[src/rtl/clce_pkg.sv]
// Shared types, codes and constants of the character LCD cursor engine.
`default_nettype none

package clce_pkg;

    // Default sizes of the display geometry
    localparam int MAX_COLUMNS_DEF = 40;
    localparam int MAX_ROWS_DEF    = 4;

    // Field and register widths
    localparam int COL_W       = 6;
    localparam int ROW_W       = 2;
    localparam int COLCNT_W    = 6;
    localparam int ROWCNT_W    = 3;
    localparam int BASE_W      = 7;
    localparam int BYTE_W      = 8;
    localparam int OP_W        = 3;
    localparam int CFG_INDEX_W = 3;
    localparam int CFG_DATA_W  = 7;
    localparam int S_DATA_W    = 24;

    // Input operation codes
    localparam logic [OP_W-1:0] OP_CHAR   = 3'd0;
    localparam logic [OP_W-1:0] OP_EOS    = 3'd1;
    localparam logic [OP_W-1:0] OP_SETCUR = 3'd2;
    localparam logic [OP_W-1:0] OP_CLEAR  = 3'd3;
    localparam logic [OP_W-1:0] OP_HOME   = 3'd4;

    // Configuration register indexes
    localparam logic [CFG_INDEX_W-1:0] REG_COLUMN_COUNT = 3'd0;
    localparam logic [CFG_INDEX_W-1:0] REG_ROW_COUNT    = 3'd1;
    localparam logic [CFG_INDEX_W-1:0] REG_ROW0_BASE    = 3'd2;
    localparam logic [CFG_INDEX_W-1:0] REG_ROW1_BASE    = 3'd3;
    localparam logic [CFG_INDEX_W-1:0] REG_ROW2_BASE    = 3'd4;
    localparam logic [CFG_INDEX_W-1:0] REG_ROW3_BASE    = 3'd5;

    // Controller bytes
    localparam logic [BYTE_W-1:0] NL_CODE      = 8'h0A;
    localparam logic [BYTE_W-1:0] CMD_SET_ADDR = 8'h80;
    localparam logic [BYTE_W-1:0] CMD_CLEAR    = 8'h01;
    localparam logic [BYTE_W-1:0] CMD_HOME     = 8'h02;

    // Register reset values
    localparam logic [COLCNT_W-1:0] COLUMN_COUNT_RST = 6'd16;
    localparam logic [ROWCNT_W-1:0] ROW_COUNT_RST    = 3'd2;
    localparam logic [BASE_W-1:0]   ROW0_BASE_RST    = 7'h00;
    localparam logic [BASE_W-1:0]   ROW1_BASE_RST    = 7'h40;
    localparam logic [BASE_W-1:0]   ROW2_BASE_RST    = 7'h10;
    localparam logic [BASE_W-1:0]   ROW3_BASE_RST    = 7'h50;

    // Depth of the queue between front and back
    localparam int QUEUE_DEPTH = 2;

    // Classified work item kinds
    typedef enum logic [2:0] {
        KIND_CHAR,
        KIND_NEWLINE,
        KIND_EOS,
        KIND_SETCUR,
        KIND_CLEAR,
        KIND_HOME
    } kind_t;

    typedef struct packed {
        kind_t             kind;
        logic [BYTE_W-1:0] char_code;
        logic [BYTE_W-1:0] want_column;
        logic [BYTE_W-1:0] want_row;
    } item_t;

    typedef struct packed {
        logic full;
        logic empty;
    } q_status_t;

    typedef enum logic [2:0] {
        ST_IDLE,
        ST_MOD,
        ST_ADDR,
        ST_DATA,
        ST_CMD
    } back_state_t;

endpackage

`default_nettype wire

[src/rtl/clce_front.sv]
// Front end: accepts input transfers, classifies them and pushes work items.
`default_nettype none

module clce_front (
    input  logic                            s_tvalid,
    output logic                            s_tready,
    input  logic [clce_pkg::S_DATA_W-1:0]   s_tdata,   // char_code, want_column, want_row
    input  logic [clce_pkg::OP_W-1:0]       s_tuser,   // op
    input  clce_pkg::q_status_t             q_status,
    output logic                            push,
    output clce_pkg::item_t                 push_item
);
    import clce_pkg::*;

    logic known_op;

    // Take a transfer whenever the queue has room
    assign s_tready = !q_status.full;

    // Classify the operation; unknown codes are dropped
    always_comb
    begin
        push_item.char_code   = s_tdata[7:0];
        push_item.want_column = s_tdata[15:8];
        push_item.want_row    = s_tdata[23:16];
        push_item.kind        = KIND_CHAR;
        known_op              = 1'b1;
        unique case (s_tuser)
            OP_CHAR:
            begin
                if (s_tdata[7:0] == NL_CODE)
                begin
                    push_item.kind = KIND_NEWLINE;
                end
                else
                begin
                    push_item.kind = KIND_CHAR;
                end
            end
            OP_EOS:    push_item.kind = KIND_EOS;
            OP_SETCUR: push_item.kind = KIND_SETCUR;
            OP_CLEAR:  push_item.kind = KIND_CLEAR;
            OP_HOME:   push_item.kind = KIND_HOME;
            default:   known_op = 1'b0;
        endcase
    end

    assign push = s_tvalid && s_tready && known_op;

endmodule

`default_nettype wire

[src/rtl/clce_queue.sv]
// Short work queue between the front end and the back end.
`default_nettype none

module clce_queue (
    input  logic                clk,
    input  logic                rst_n,
    input  logic                push,
    input  clce_pkg::item_t     push_item,
    input  logic                pop,
    output clce_pkg::item_t     head_item,
    output clce_pkg::q_status_t status
);
    import clce_pkg::*;

    localparam int PTR_W = (QUEUE_DEPTH > 1) ? $clog2(QUEUE_DEPTH) : 1;
    localparam int CNT_W = $clog2(QUEUE_DEPTH + 1);

    item_t            slot_reg [QUEUE_DEPTH];
    logic [PTR_W-1:0] wr_ptr_reg, wr_ptr_next;
    logic [PTR_W-1:0] rd_ptr_reg, rd_ptr_next;
    logic [CNT_W-1:0] count_reg, count_next;

    function automatic logic [PTR_W-1:0] ptr_inc(input logic [PTR_W-1:0] p);
        logic [PTR_W-1:0] r;
        if (p == PTR_W'(QUEUE_DEPTH - 1))
        begin
            r = '0;
        end
        else
        begin
            r = p + PTR_W'(1);
        end
        return r;
    endfunction

    // Advance pointers and fill count
    always_comb
    begin
        wr_ptr_next = push ? ptr_inc(wr_ptr_reg) : wr_ptr_reg;
        rd_ptr_next = pop ? ptr_inc(rd_ptr_reg) : rd_ptr_reg;
        count_next  = count_reg;
        if (push && !pop)
        begin
            count_next = count_reg + CNT_W'(1);
        end
        else if (pop && !push)
        begin
            count_next = count_reg - CNT_W'(1);
        end
    end

    always_ff @(posedge clk or negedge rst_n)
    begin
        if (!rst_n)
        begin
            wr_ptr_reg <= '0;
            rd_ptr_reg <= '0;
            count_reg  <= '0;
        end
        else
        begin
            wr_ptr_reg <= wr_ptr_next;
            rd_ptr_reg <= rd_ptr_next;
            count_reg  <= count_next;
        end
    end

    // Store pushed items
    always_ff @(posedge clk)
    begin
        if (push)
        begin
            slot_reg[wr_ptr_reg] <= push_item;
        end
    end

    assign head_item    = slot_reg[rd_ptr_reg];
    assign status.full  = (count_reg == CNT_W'(QUEUE_DEPTH));
    assign status.empty = (count_reg == '0);

endmodule

`default_nettype wire

[src/rtl/clce_back.sv]
// Back end: holds the cursor and configuration, sequences controller bytes.
`default_nettype none

module clce_back #(
    parameter int MAX_COLUMNS = clce_pkg::MAX_COLUMNS_DEF,
    parameter int MAX_ROWS    = clce_pkg::MAX_ROWS_DEF
) (
    input  logic                             clk,
    input  logic                             rst_n,
    input  logic                             cfg_we,
    input  logic [clce_pkg::CFG_INDEX_W-1:0] cfg_index,
    input  logic [clce_pkg::CFG_DATA_W-1:0]  cfg_data,
    input  clce_pkg::item_t                  q_item,
    input  clce_pkg::q_status_t              q_status,
    output logic                             q_pop,
    output logic                             m_tvalid,
    input  logic                             m_tready,
    output logic [clce_pkg::BYTE_W-1:0]      m_tdata,   // bus_byte
    output logic                             m_tuser,   // is_data
    output logic                             m_tlast
);
    import clce_pkg::*;

    localparam int CDIV_W = COLCNT_W + BYTE_W;
    localparam int RDIV_W = ROWCNT_W + BYTE_W;

    // Configuration registers
    logic [COLCNT_W-1:0] column_count_reg;
    logic [ROWCNT_W-1:0] row_count_reg;
    logic [BASE_W-1:0]   row_base_reg [4];

    // Sequencer and cursor
    back_state_t       state_reg, state_next;
    logic [COL_W-1:0]  col_reg, col_next;
    logic [ROW_W-1:0]  row_reg, row_next;
    kind_t             kind_reg, kind_next;
    logic [BYTE_W-1:0] char_reg, char_next;
    logic [BYTE_W-1:0] col_rem_reg, col_rem_next;
    logic [BYTE_W-1:0] row_rem_reg, row_rem_next;
    logic [2:0]        step_reg, step_next;

    // Output register
    logic              out_valid_reg, out_valid_next;
    logic [BYTE_W-1:0] out_byte_reg, out_byte_next;
    logic              out_is_data_reg, out_is_data_next;
    logic              out_last_reg, out_last_next;

    logic [COLCNT_W-1:0] cols;
    logic [ROWCNT_W-1:0] rows;
    logic                out_free;
    logic                out_load;
    logic [BASE_W-1:0]   addr;
    logic                col_at_end;
    logic [CDIV_W-1:0]   col_div_sh;
    logic [RDIV_W-1:0]   row_div_sh;
    logic [BYTE_W-1:0]   col_rem_step;
    logic [BYTE_W-1:0]   row_rem_step;

    // Next row, modulo the row count
    function automatic logic [ROW_W-1:0] row_wrap(input logic [ROW_W-1:0] r,
                                                  input logic [ROWCNT_W-1:0] n);
        logic [ROWCNT_W-1:0] v;
        v = {1'b0, r} + ROWCNT_W'(1);
        for (int i = 0; i < 4; i++)
        begin
            if (v >= n)
            begin
                v = v - n;
            end
        end
        return v[ROW_W-1:0];
    endfunction

    // Write configuration registers
    always_ff @(posedge clk or negedge rst_n)
    begin
        if (!rst_n)
        begin
            column_count_reg <= COLUMN_COUNT_RST;
            row_count_reg    <= ROW_COUNT_RST;
            row_base_reg[0]  <= ROW0_BASE_RST;
            row_base_reg[1]  <= ROW1_BASE_RST;
            row_base_reg[2]  <= ROW2_BASE_RST;
            row_base_reg[3]  <= ROW3_BASE_RST;
        end
        else if (cfg_we)
        begin
            unique case (cfg_index)
                REG_COLUMN_COUNT: column_count_reg <= cfg_data[COLCNT_W-1:0];
                REG_ROW_COUNT:    row_count_reg    <= cfg_data[ROWCNT_W-1:0];
                REG_ROW0_BASE:    row_base_reg[0]  <= cfg_data[BASE_W-1:0];
                REG_ROW1_BASE:    row_base_reg[1]  <= cfg_data[BASE_W-1:0];
                REG_ROW2_BASE:    row_base_reg[2]  <= cfg_data[BASE_W-1:0];
                REG_ROW3_BASE:    row_base_reg[3]  <= cfg_data[BASE_W-1:0];
                default:          ;
            endcase
        end
    end

    // Clamp the geometry to usable sizes
    always_comb
    begin
        if (column_count_reg == '0)
        begin
            cols = COLCNT_W'(1);
        end
        else if ({1'b0, column_count_reg} > (COLCNT_W + 1)'(MAX_COLUMNS))
        begin
            cols = COLCNT_W'(MAX_COLUMNS);
        end
        else
        begin
            cols = column_count_reg;
        end

        if (row_count_reg == '0)
        begin
            rows = ROWCNT_W'(1);
        end
        else if ({1'b0, row_count_reg} > (ROWCNT_W + 1)'(MAX_ROWS))
        begin
            rows = ROWCNT_W'(MAX_ROWS);
        end
        else
        begin
            rows = row_count_reg;
        end
    end

    // Display address, column wrap and one remainder step
    assign addr       = row_base_reg[row_reg] + {1'b0, col_reg};
    assign col_at_end = ({1'b0, col_reg} + (COL_W + 1)'(1)) >= {1'b0, cols};
    assign col_div_sh = {{BYTE_W{1'b0}}, cols} << step_reg;
    assign row_div_sh = {{BYTE_W{1'b0}}, rows} << step_reg;

    always_comb
    begin
        col_rem_step = col_rem_reg;
        row_rem_step = row_rem_reg;
        if ({{COLCNT_W{1'b0}}, col_rem_reg} >= col_div_sh)
        begin
            col_rem_step = col_rem_reg - col_div_sh[BYTE_W-1:0];
        end
        if ({{ROWCNT_W{1'b0}}, row_rem_reg} >= row_div_sh)
        begin
            row_rem_step = row_rem_reg - row_div_sh[BYTE_W-1:0];
        end
    end

    assign out_free = !out_valid_reg || m_tready;

    // Next state
    always_comb
    begin
        state_next = state_reg;
        unique case (state_reg)
            ST_IDLE:
            begin
                if (!q_status.empty)
                begin
                    unique case (q_item.kind)
                        KIND_CHAR, KIND_EOS: state_next = ST_ADDR;
                        KIND_SETCUR:         state_next = ST_MOD;
                        KIND_CLEAR, KIND_HOME: state_next = ST_CMD;
                        default:             state_next = ST_IDLE;
                    endcase
                end
            end
            ST_MOD:
            begin
                if (step_reg == '0)
                begin
                    state_next = ST_ADDR;
                end
            end
            ST_ADDR:
            begin
                if (out_free)
                begin
                    state_next = (kind_reg == KIND_CHAR) ? ST_DATA : ST_IDLE;
                end
            end
            ST_DATA, ST_CMD:
            begin
                if (out_free)
                begin
                    state_next = ST_IDLE;
                end
            end
            default: state_next = ST_IDLE;
        endcase
    end

    // Datapath and outputs
    always_comb
    begin
        q_pop            = 1'b0;
        col_next         = col_reg;
        row_next         = row_reg;
        kind_next        = kind_reg;
        char_next        = char_reg;
        col_rem_next     = col_rem_reg;
        row_rem_next     = row_rem_reg;
        step_next        = step_reg;
        out_load         = 1'b0;
        out_byte_next    = out_byte_reg;
        out_is_data_next = out_is_data_reg;
        out_last_next    = out_last_reg;
        unique case (state_reg)
            ST_IDLE:
            begin
                if (!q_status.empty)
                begin
                    q_pop     = 1'b1;
                    kind_next = q_item.kind;
                    char_next = q_item.char_code;
                    unique case (q_item.kind)
                        KIND_NEWLINE:
                        begin
                            row_next = row_wrap(row_reg, rows);
                            col_next = '0;
                        end
                        KIND_EOS:
                        begin
                            if (col_reg >= cols)
                            begin
                                col_next = cols - COL_W'(1);
                            end
                        end
                        KIND_SETCUR:
                        begin
                            col_rem_next = q_item.want_column;
                            row_rem_next = q_item.want_row;
                            step_next    = 3'd7;
                        end
                        KIND_CLEAR, KIND_HOME:
                        begin
                            col_next = '0;
                            row_next = '0;
                        end
                        default: ;
                    endcase
                end
            end
            ST_MOD:
            begin
                col_rem_next = col_rem_step;
                row_rem_next = row_rem_step;
                step_next    = step_reg - 3'd1;
                if (step_reg == '0)
                begin
                    col_next = col_rem_step[COL_W-1:0];
                    row_next = row_rem_step[ROW_W-1:0];
                end
            end
            ST_ADDR:
            begin
                if (out_free)
                begin
                    out_load         = 1'b1;
                    out_byte_next    = CMD_SET_ADDR | {1'b0, addr};
                    out_is_data_next = 1'b0;
                    out_last_next    = (kind_reg != KIND_CHAR);
                    if (kind_reg == KIND_CHAR)
                    begin
                        if (col_at_end)
                        begin
                            col_next = '0;
                            row_next = row_wrap(row_reg, rows);
                        end
                        else
                        begin
                            col_next = col_reg + COL_W'(1);
                        end
                    end
                end
            end
            ST_DATA:
            begin
                if (out_free)
                begin
                    out_load         = 1'b1;
                    out_byte_next    = char_reg;
                    out_is_data_next = 1'b1;
                    out_last_next    = 1'b1;
                end
            end
            ST_CMD:
            begin
                if (out_free)
                begin
                    out_load         = 1'b1;
                    out_byte_next    = (kind_reg == KIND_CLEAR) ? CMD_CLEAR : CMD_HOME;
                    out_is_data_next = 1'b0;
                    out_last_next    = 1'b1;
                end
            end
            default: ;
        endcase

        if (out_load)
        begin
            out_valid_next = 1'b1;
        end
        else if (m_tready)
        begin
            out_valid_next = 1'b0;
        end
        else
        begin
            out_valid_next = out_valid_reg;
        end
    end

    // Control state and cursor
    always_ff @(posedge clk or negedge rst_n)
    begin
        if (!rst_n)
        begin
            state_reg     <= ST_IDLE;
            col_reg       <= '0;
            row_reg       <= '0;
            out_valid_reg <= 1'b0;
            step_reg      <= '0;
            kind_reg      <= KIND_CHAR;
        end
        else
        begin
            state_reg     <= state_next;
            col_reg       <= col_next;
            row_reg       <= row_next;
            out_valid_reg <= out_valid_next;
            step_reg      <= step_next;
            kind_reg      <= kind_next;
        end
    end

    // Payload registers
    always_ff @(posedge clk)
    begin
        char_reg        <= char_next;
        col_rem_reg     <= col_rem_next;
        row_rem_reg     <= row_rem_next;
        out_byte_reg    <= out_byte_next;
        out_is_data_reg <= out_is_data_next;
        out_last_reg    <= out_last_next;
    end

    assign m_tvalid = out_valid_reg;
    assign m_tdata  = out_byte_reg;
    assign m_tuser  = out_is_data_reg;
    assign m_tlast  = out_last_reg;

`ifndef ASSERT_OFF
    // Only pop a waiting item, and only from the idle state
    a_pop_ok: assert property (@(posedge clk) disable iff (!rst_n)
        q_pop |-> (state_reg == ST_IDLE) && !q_status.empty)
        else $error("queue popped outside idle or while empty");

    // A data byte only follows the address command of a character
    a_data_char: assert property (@(posedge clk) disable iff (!rst_n)
        (state_reg == ST_DATA) |-> (kind_reg == KIND_CHAR))
        else $error("data byte stage entered for a non-character item");

    // The remainder unit leaves the column inside the row
    a_mod_range: assert property (@(posedge clk) disable iff (!rst_n)
        (state_reg == ST_ADDR) && ($past(state_reg) == ST_MOD) |-> (col_reg < cols))
        else $error("set-cursor column not reduced below the column count");

    // A data byte is always the final transfer of its item
    a_data_last: assert property (@(posedge clk) disable iff (!rst_n)
        out_valid_reg && out_is_data_reg |-> out_last_reg)
        else $error("data byte without last flag");
`endif

endmodule

`default_nettype wire

[src/rtl/char_lcd_cursor_engine_core.sv]
// Top level of the character LCD cursor engine.
//
// Text events arrive on the s_ stream: s_tuser carries the operation and
// s_tdata the character and the requested cursor position. Controller bytes
// leave on the m_ stream, with m_tuser high for a data byte (RS high) and
// m_tlast on the final byte of each event. Geometry and row base addresses
// are written by the user through cfg_we / cfg_index / cfg_data only while the
// block is idle, which the block does not enforce. The front end classifies
// each event and queues it (two entries), so input transfers continue while
// the back end or the receiver is stalled. The back end sequencer pops one
// event at a time: a character passes through the address and data states;
// end of string, clear and home through one output state; a newline is done
// in idle; set-cursor runs its column and row remainders through an 8-step
// shift-and-subtract unit, then the address state. A stalled receiver holds
// the output register and the sequencer waits on it. Reset clears the cursor,
// queue and output register, restores default geometry; no clearing pass.
`default_nettype none

module char_lcd_cursor_engine_core #(
    parameter int MAX_COLUMNS = clce_pkg::MAX_COLUMNS_DEF,
    parameter int MAX_ROWS    = clce_pkg::MAX_ROWS_DEF
) (
    input  logic                             clk,
    input  logic                             rst_n,
    input  logic                             s_tvalid,
    output logic                             s_tready,
    input  logic [clce_pkg::S_DATA_W-1:0]    s_tdata,   // char_code, want_column, want_row
    input  logic [clce_pkg::OP_W-1:0]        s_tuser,   // op
    output logic                             m_tvalid,
    input  logic                             m_tready,
    output logic [clce_pkg::BYTE_W-1:0]      m_tdata,   // bus_byte
    output logic                             m_tuser,   // is_data
    output logic                             m_tlast,
    input  logic                             cfg_we,
    input  logic [clce_pkg::CFG_INDEX_W-1:0] cfg_index,
    input  logic [clce_pkg::CFG_DATA_W-1:0]  cfg_data
);
    import clce_pkg::*;

    logic      push;
    item_t     push_item;
    logic      pop;
    item_t     head_item;
    q_status_t q_status;

    clce_front u_front (
        .s_tvalid  (s_tvalid),
        .s_tready  (s_tready),
        .s_tdata   (s_tdata),
        .s_tuser   (s_tuser),
        .q_status  (q_status),
        .push      (push),
        .push_item (push_item)
    );

    clce_queue u_queue (
        .clk       (clk),
        .rst_n     (rst_n),
        .push      (push),
        .push_item (push_item),
        .pop       (pop),
        .head_item (head_item),
        .status    (q_status)
    );

    clce_back #(
        .MAX_COLUMNS (MAX_COLUMNS),
        .MAX_ROWS    (MAX_ROWS)
    ) u_back (
        .clk       (clk),
        .rst_n     (rst_n),
        .cfg_we    (cfg_we),
        .cfg_index (cfg_index),
        .cfg_data  (cfg_data),
        .q_item    (head_item),
        .q_status  (q_status),
        .q_pop     (pop),
        .m_tvalid  (m_tvalid),
        .m_tready  (m_tready),
        .m_tdata   (m_tdata),
        .m_tuser   (m_tuser),
        .m_tlast   (m_tlast)
    );

endmodule

`default_nettype wire
[config.mk]
export PLATFORM = sky130hd
export DESIGN_NAME = char_lcd_cursor_engine_core
export DESIGN_NICKNAME = d
export VERILOG_FILES = /design/src/rtl/clce_pkg.sv /design/src/rtl/clce_front.sv /design/src/rtl/clce_queue.sv /design/src/rtl/clce_back.sv /design/src/rtl/char_lcd_cursor_engine_core.sv
export SDC_FILE = /design/constraint.sdc
export NUM_CORES = 1
export LEC_CHECK = 0
export BUFFER_PORTS_ARGS = -buffer_cell sky130_fd_sc_hd__buf_4
export CORE_AREA = 2 2 142 144
export DETAILED_ROUTE_END_ITERATION = 16
export DIE_AREA = 0 0 144 146
export PLACE_DENSITY = 0.73
export SLEW_MARGIN = 20
export SYNTH_ARGS = -nofsm -noshare
export SYNTH_HDL_FRONTEND = slang
export SYNTH_SLANG_ARGS = --single-unit
[constraint.sdc]
create_clock -name clk -period 5 [get_ports clk]
set_input_delay 1 -clock clk [delete_from_list [all_inputs] [get_ports clk]]
set_output_delay 1 -clock clk [all_outputs]
set_load 0.1 [all_outputs]
==> results of run 1 <==
## placed cells by master (no fill, tap or decap), types with 4 or more instances in the layout
cell type  instances
o22ai_1            9
o21ai_1            5
nand2_1           55
inv_1             28
a211oi_1          15
o21bai_1          11
and2_1             4
a21oi_1           57
nand2b_1          14
inv_6              6
dfrtp_1           53
dfstp_2            6
mux4_2             7
clkbuf_16         17
a31oi_1            6
buf_4             79
mux2_2            52
ha_4               4
nand3_1           10
nor2_1            43
a21o_1             9
and3_1             4
xor2_1            13
ha_1              46
edfxtp_1          88
mux2i_1           20
xnor2_1           16
o21ai_0           39
o21a_1             8
nor2b_1           13
fa_1               5
nor3_1            14
## layout make-up
class                   instances  share of cell area
well taps                     265             0.03273
flip-flops and latches        147              0.4073
repair buffers                 79             0.05854
multi-input cells             558              0.4313
clock inverters                14             0.01667
inverters                      30             0.01112
clock buffers                  18             0.04236
## cells in the mapped netlist, drive strengths merged, types with 4 or more instances
| library cell | number | area, µm² |
|---|---|---|
| a211oi | 16 | 125.1 |
| nor2 | 45 | 168.9 |
| ha | 51 | 638.1 |
| nor3 | 14 | 70.07 |
| mux2 | 54 | 608.1 |
| buf | 6 | 40.04 |
| a21o | 9 | 67.56 |
| a31oi | 6 | 37.54 |
| dfstp | 6 | 157.7 |
| inv | 29 | 108.9 |
| xor2 | 13 | 113.9 |
| and3 | 4 | 25.02 |
| o22ai | 9 | 56.30 |
| xnor2 | 17 | 148.9 |
| nand2 | 57 | 214.0 |
| edfxtp | 88 | 2643 |
| nor3b | 4 | 30.03 |
| fa | 6 | 120.1 |
| mux2i | 21 | 210.2 |
| clkbuf | 25 | 93.84 |
| o21ai | 45 | 229.0 |
| o21bai | 11 | 82.58 |
| o21a | 8 | 60.06 |
| mux4 | 7 | 157.7 |
| nand2b | 16 | 100.1 |
| nor2b | 14 | 87.58 |
| dfrtp | 53 | 1326 |
| and2 | 4 | 25.02 |
| a21oi | 60 | 300.3 |
| nand3 | 11 | 60.06 |
## routing by layer
| metal | vias to the layer above | GRT usage | wire (µm) |
|---|---|---|---|
| li1 | 3014 | - | - |
| met1 | 3025 | 0.2519 | 8732 |
| met3 | 18 | 0.03883 | 758 |
| met2 | 129 | 0.2857 | 8531 |
| met5 | - | 0 | 0 |
| met4 | 0 | 0.05784 | 274 |
## per-stage QoR
stage / utilization / setup WS [ps] / setup TNS (ps) / hold slack (ps) / cell area [µm²]
after floorplan: - / 15.56 / 0 / 460.3 / 8670
after global placement: 0.4869 / 67.05 / 0 / 482.3 / 9414
after detailed placement: 0.4872 / -73.77 / -145.3 / 491.4 / 9419
after CTS: 0.5204 / 4.825 / 0 / 506.4 / 10060
after global routing: 0.5240 / -204.1 / -386.9 / 517.3 / 10130
final: 0.5240 / 41.88 / 0 / 504.4 / 10130
## final timing paths
path	start	to	depth (start not counted)
min	u_back.row_base_reg[13]	u_back.row_base_reg[13]	1
max in group asynchronous	rst_n	u_back.row_reg[1]	1
max reg2reg	u_back.row_count_reg[1]	u_back.row_reg[0]	24
min reg2reg	u_back.row_base_reg[13]	u_back.row_base_reg[13]	1
max	u_back.row_count_reg[1]	u_back.row_reg[0]	24
min in group asynchronous	rst_n	u_back.row_base_reg[26]	1
## cell families (layout without fill, tap and decap cells)
| group | after synthesis | in the layout | share of synthesized area |
|---|---|---|---|
| xor gates and xnor gates | 30 | 30 | 0.03063 |
| buffers and inverters | 61 | 141 | 0.02873 |
| muxes | 82 | 82 | 0.1138 |
| adders and majority gates | 57 | 57 | 0.08838 |
| DFF | 147 | 147 | 0.4810 |
| AOI/OAI and AO/OA | 199 | 199 | 0.1479 |
| and+or+nand+nor | 190 | 190 | 0.1097 |
## repair_timing
action | in CTS | in global routing
setup endpoints to repair | 2 | 2
pin swaps | 2 | 13
gates resized for setup | 3 | 10
hold buffers | 0 | 0
setup buffers | 3 | 4
==> impl_metrics.ini, run 1 <==
[cts]
clock-sinks = 147
cts.clk_slew.worst_paths_ps = 60
clkLatencyLatePin_ps = 420
cts_made_buffers = 17
htreeDepth = 4
cts_root_buf = clkbuf_16
clock_path_buffers = 2
cts_tree = yes

[critical_path]
worstSetupPathType = reg2reg
cp_slowest_stage_delay_ps = 530
worstPathCellList = nor2b_4 -> nor2_4 -> ha_4 -> fa_2 -> xnor2_2 -> mux2i_2 -> inv_1 -> ha_4 -> nand2_4 -> o21bai_1 -> o211ai_1 -> mux2i_1 -> ha_1 -> a21o_1 -> a21oi_4 -> mux2_4 -> ha_4 -> nand2b_4 -> a21o_1 -> a21oi_4 -> nor3b_2 -> o21ai_1 -> o211a_1 -> a21oi_2
critPathLaunchType = flop
crit_path_frequent_cell = ha_4
required_ps = 5350
cp_max_fo = 5
rrSetupSlack_ps = 40
endpoint_kind = flop
crit_family = compound AO/OA/AOI/OAI gates
slowest_stage = dfstp_2
cp.arrival_ps = 5300
path_buf_inv = 1

[synthesis]
synthCells = 766
synth_warnings = 0
syn_area_per_cell_um2 = 11.20
async_flop_share = 0.4014
synth_cell_types = 68
netlist_area_mm2 = 0.008579
synth-main-ff-cell = edfxtp_1
synth_seq_area_share = 0.4810
synth_edf_count = 88
synth_nets = 865
synth_seq_cells = 147

[floorplan]
rows = 51
die_h_um = 146
dieArea_mm2 = 0.02102
die-width_um = 144
design.core.area_mm2 = 0.01933
start_util = 0.4437
io_pins = 54

[grt]
grt_pass1_wl_um = 30330
grt_max_degree = 60
grt-ovfl-total = 0
antenna_found_initial = 0
grt_pass1_vias = 6091
grt_usage = 0.1818

[finish]
regArea_mm2 = 0.004126
stdcell_count = 1111
nFillCells = 1665
area_delta_synth_final_pct = 18.08
largest_reg_flops = 54
antennaDiodeCount = 0
multi_input_area_mm2 = 0.004369
nNetsFinal = 932
layout-drive-gt1-share = 0.2470

[route]
drc = 0
drtAntennaViolNets = 0
drt_iter0_markers = 338
dr.pass1.iters = 5
wire_per_inst_um = 16.47
wirelength_um = 18300
via_count = 6186
viasPerCell = 5.568

[job]
cap_violations = 0

[sta]
max_slew_margin = 0.2280
finalMaxSlewViolations = 0
finalCritPeriodShare = 0.9916
hold_viol_final = 0
worstMarginPinSlew_ps = 1155
final.min_clock_period_ps = 4958
finalSetupViolations = 0
skew_ps = 10.85
fmax_ghz = 0.2017
grt_setup_unrepaired = true

[placed_design]
hpwl_um = 12880
port_buffers = 53
dpl.cell_count = 1072
gp_congestion = 0.8865

[min_path]
hold_class = reg2reg

[status]
status = finished clean
Power of run 1 is not shown: default switching activity piles up to over one toggle a cycle in this logic, so the estimate is an artifact.
==> inputs of run 2 (changes only) <==
--- a/config.mk
+++ b/config.mk
@@ -9,7 +9,7 @@
 export CORE_AREA = 2 2 142 144
 export DETAILED_ROUTE_END_ITERATION = 16
 export DIE_AREA = 0 0 144 146
-export PLACE_DENSITY = 0.73
+export PLACE_DENSITY = 0.63
 export SLEW_MARGIN = 20
 export SYNTH_ARGS = -nofsm -noshare
 export SYNTH_HDL_FRONTEND = slang
==> run 2 against run 1 <==
  * Design area grew 1.0%
  * Non-clock buffer count grew 7
  * First-iteration DRC count is 11% higher
  * Clock skew is 1.8 ps lower
  * Cell count is 0.63% higher
  * Die area did not move
  * Sequential cell count stayed put
  * Worst setup slack worse by 68 ps
  * The flow now finishes with violations (setup timing)
  * Register-to-register slack got worse by 70 ps
  * Via count barely moved
  * Fmax down 1.3%
  * Global-route usage rose by 0.75 points
==> impl_metrics.ini, run 2 (synthesized netlist as in run 1, its figures left out) <==
[cts]
clkLatencyLatePin_ps = 420
htreeDepth = 4
clock_path_buffers = 2
cts_tree = yes
cts_root_buf = clkbuf_16
clock-sinks = 147
cts.clk_slew.worst_paths_ps = 60
cts_made_buffers = 17

[critical_path]
required_ps = 5300
cp.arrival_ps = 5330
r2r_start = u_back.row_count_reg[1]
rrSetupSlack_ps = -30
worstSetupPathType = reg2reg
cp_max_fo = 4
rr_worst_depth = 25
critPathLaunchType = flop
rr_endpoint = u_back.row_reg[0]
endpoint_kind = flop
critPathLaunch = u_back.row_count_reg[1]
worstSetupEndpoint = u_back.row_reg[0]

[floorplan]
die-width_um = 144
design.core.area_mm2 = 0.01933
io_pins = 54
start_util = 0.4437
die_h_um = 146
dieArea_mm2 = 0.02102
rows = 51

[route]
drt_iter0_markers = 375
dr.pass1.iters = 5
drc = 0
via_count = 6192
viasPerCell = 5.538
wirelength_um = 19380
wire_per_inst_um = 17.33
drtAntennaViolNets = 0

[sta]
hold_viol_final = 0
grt_setup_unrepaired = true
worstMarginPinSlew_ps = 876.6
finalCritPeriodShare = 1.005
skew_ps = 9.038
setup_tns_ps = -25.95
final.min_clock_period_ps = 5026
fmax_ghz = 0.1990
layout_setup_ws_ps = -25.95
finalSetupViolations = 1
finalMaxSlewViolations = 0
max_slew_margin = 0.4111

[finish]
layout_commonest_cell = edfxtp_1
layout-drive-gt1-share = 0.2649
antennaDiodeCount = 0
final_cell_mix = edfxtp_1 (88), buf_4 (86), nand2_1 (55), a21oi_1 (55), dfrtp_1 (53)
area_delta_synth_final_pct = 19.26
final_area_mm2 = 0.01023
finish.utilization = 0.5292
stdcell_count = 1118
nNetsFinal = 939
largest_reg_flops = 54

[grt]
grt_pass1_wl_um = 31460
use_met2 = 0.3029
busiest_layer = met2
grt_max_degree = 60
grtUsageMet1 = 0.2620
grt_pass1_vias = 6230
grt_use_met3 = 0.02994
grt_usage = 0.1893
antenna_found_initial = 0
grt-ovfl-total = 0

[placed_design]
gp_congestion = 0.8562
dpl.cell_count = 1074
hpwl_um = 13760
placed_cell_area_mm2 = 0.009439
port_buffers = 53

[status]
violations = setup timing
status = finished, violations left

[job]
cap_violations = 0

[min_path]
hold_class = reg2reg
hold_path_depth = 1
run 2: metrics by stage:
stage,setup slack (ps),hold slack (ps)
finish,-25.95,506.1
global route,-262.6,511.9
CTS,5.072,507.1
detailed placement,-129.3,491.6
global placement,72.40,479.5
floorplan,15.56,460.3
run 2: metal layers:
metal  share of wire  vias to the layer above
li1                -                     3014
met1            0.46                     2998
met2            0.48                      153
met3           0.041                       27
met4           0.019                        0
met5               0                        -
run 2: final cells by class:
type                       instances  area (µm²)
multi-input combinational        558        4420
clock buffer                      18       429.2
clock inverter                    14       166.4
tap                              265       331.6
sequential                       147        4126
timing repair buffer              86       645.6
fill                            1713        9102
inverter                          30       112.6
run 2: worst min-delay path by stage:
stage,start,endpoint,slack (ps)
after floorplan,u_queue.wr_ptr_reg,u_queue.wr_ptr_reg,460
after detailed placement,u_back.row_base_reg[10],u_back.row_base_reg[10],490
after CTS,u_back.row_base_reg[10],u_back.row_base_reg[10],510
final,u_back.row_base_reg[18],u_back.row_base_reg[18],510
after global placement,u_queue.count_reg[1],u_queue.count_reg[1],480
after global routing,u_back.row_base_reg[10],u_back.row_base_reg[10],510
run 2: worst max-delay path: stages, from the launching register on:
cell and delay (ps):
dfstp_2 530, nor2b_4 170, nor2_4 50, ha_4 170
fa_2 370, xnor2_2 160, mux2i_4 160, inv_2 70
ha_4 290, nand2_4 60, o21bai_4 160, o211ai_1 210
mux2i_1 260, ha_1 270, a21o_1 220, a21oi_4 140
mux2_4 330, ha_4 240, nand2b_4 130, a21o_1 160
a21oi_2 190, buf_4 150, nor2_1 40, o21ai_1 140
o211a_1 190, a21oi_2 60
run 2: timing repair:
action                                  4_1_cts  5_1_grt
endpoints found under the setup margin        2        2
pin swaps                                     7       14
hold buffers                                  0        0
setup buffers                                 9        4
gates resized for setup                       6       17
Power of run 2 is left out for the same reason.
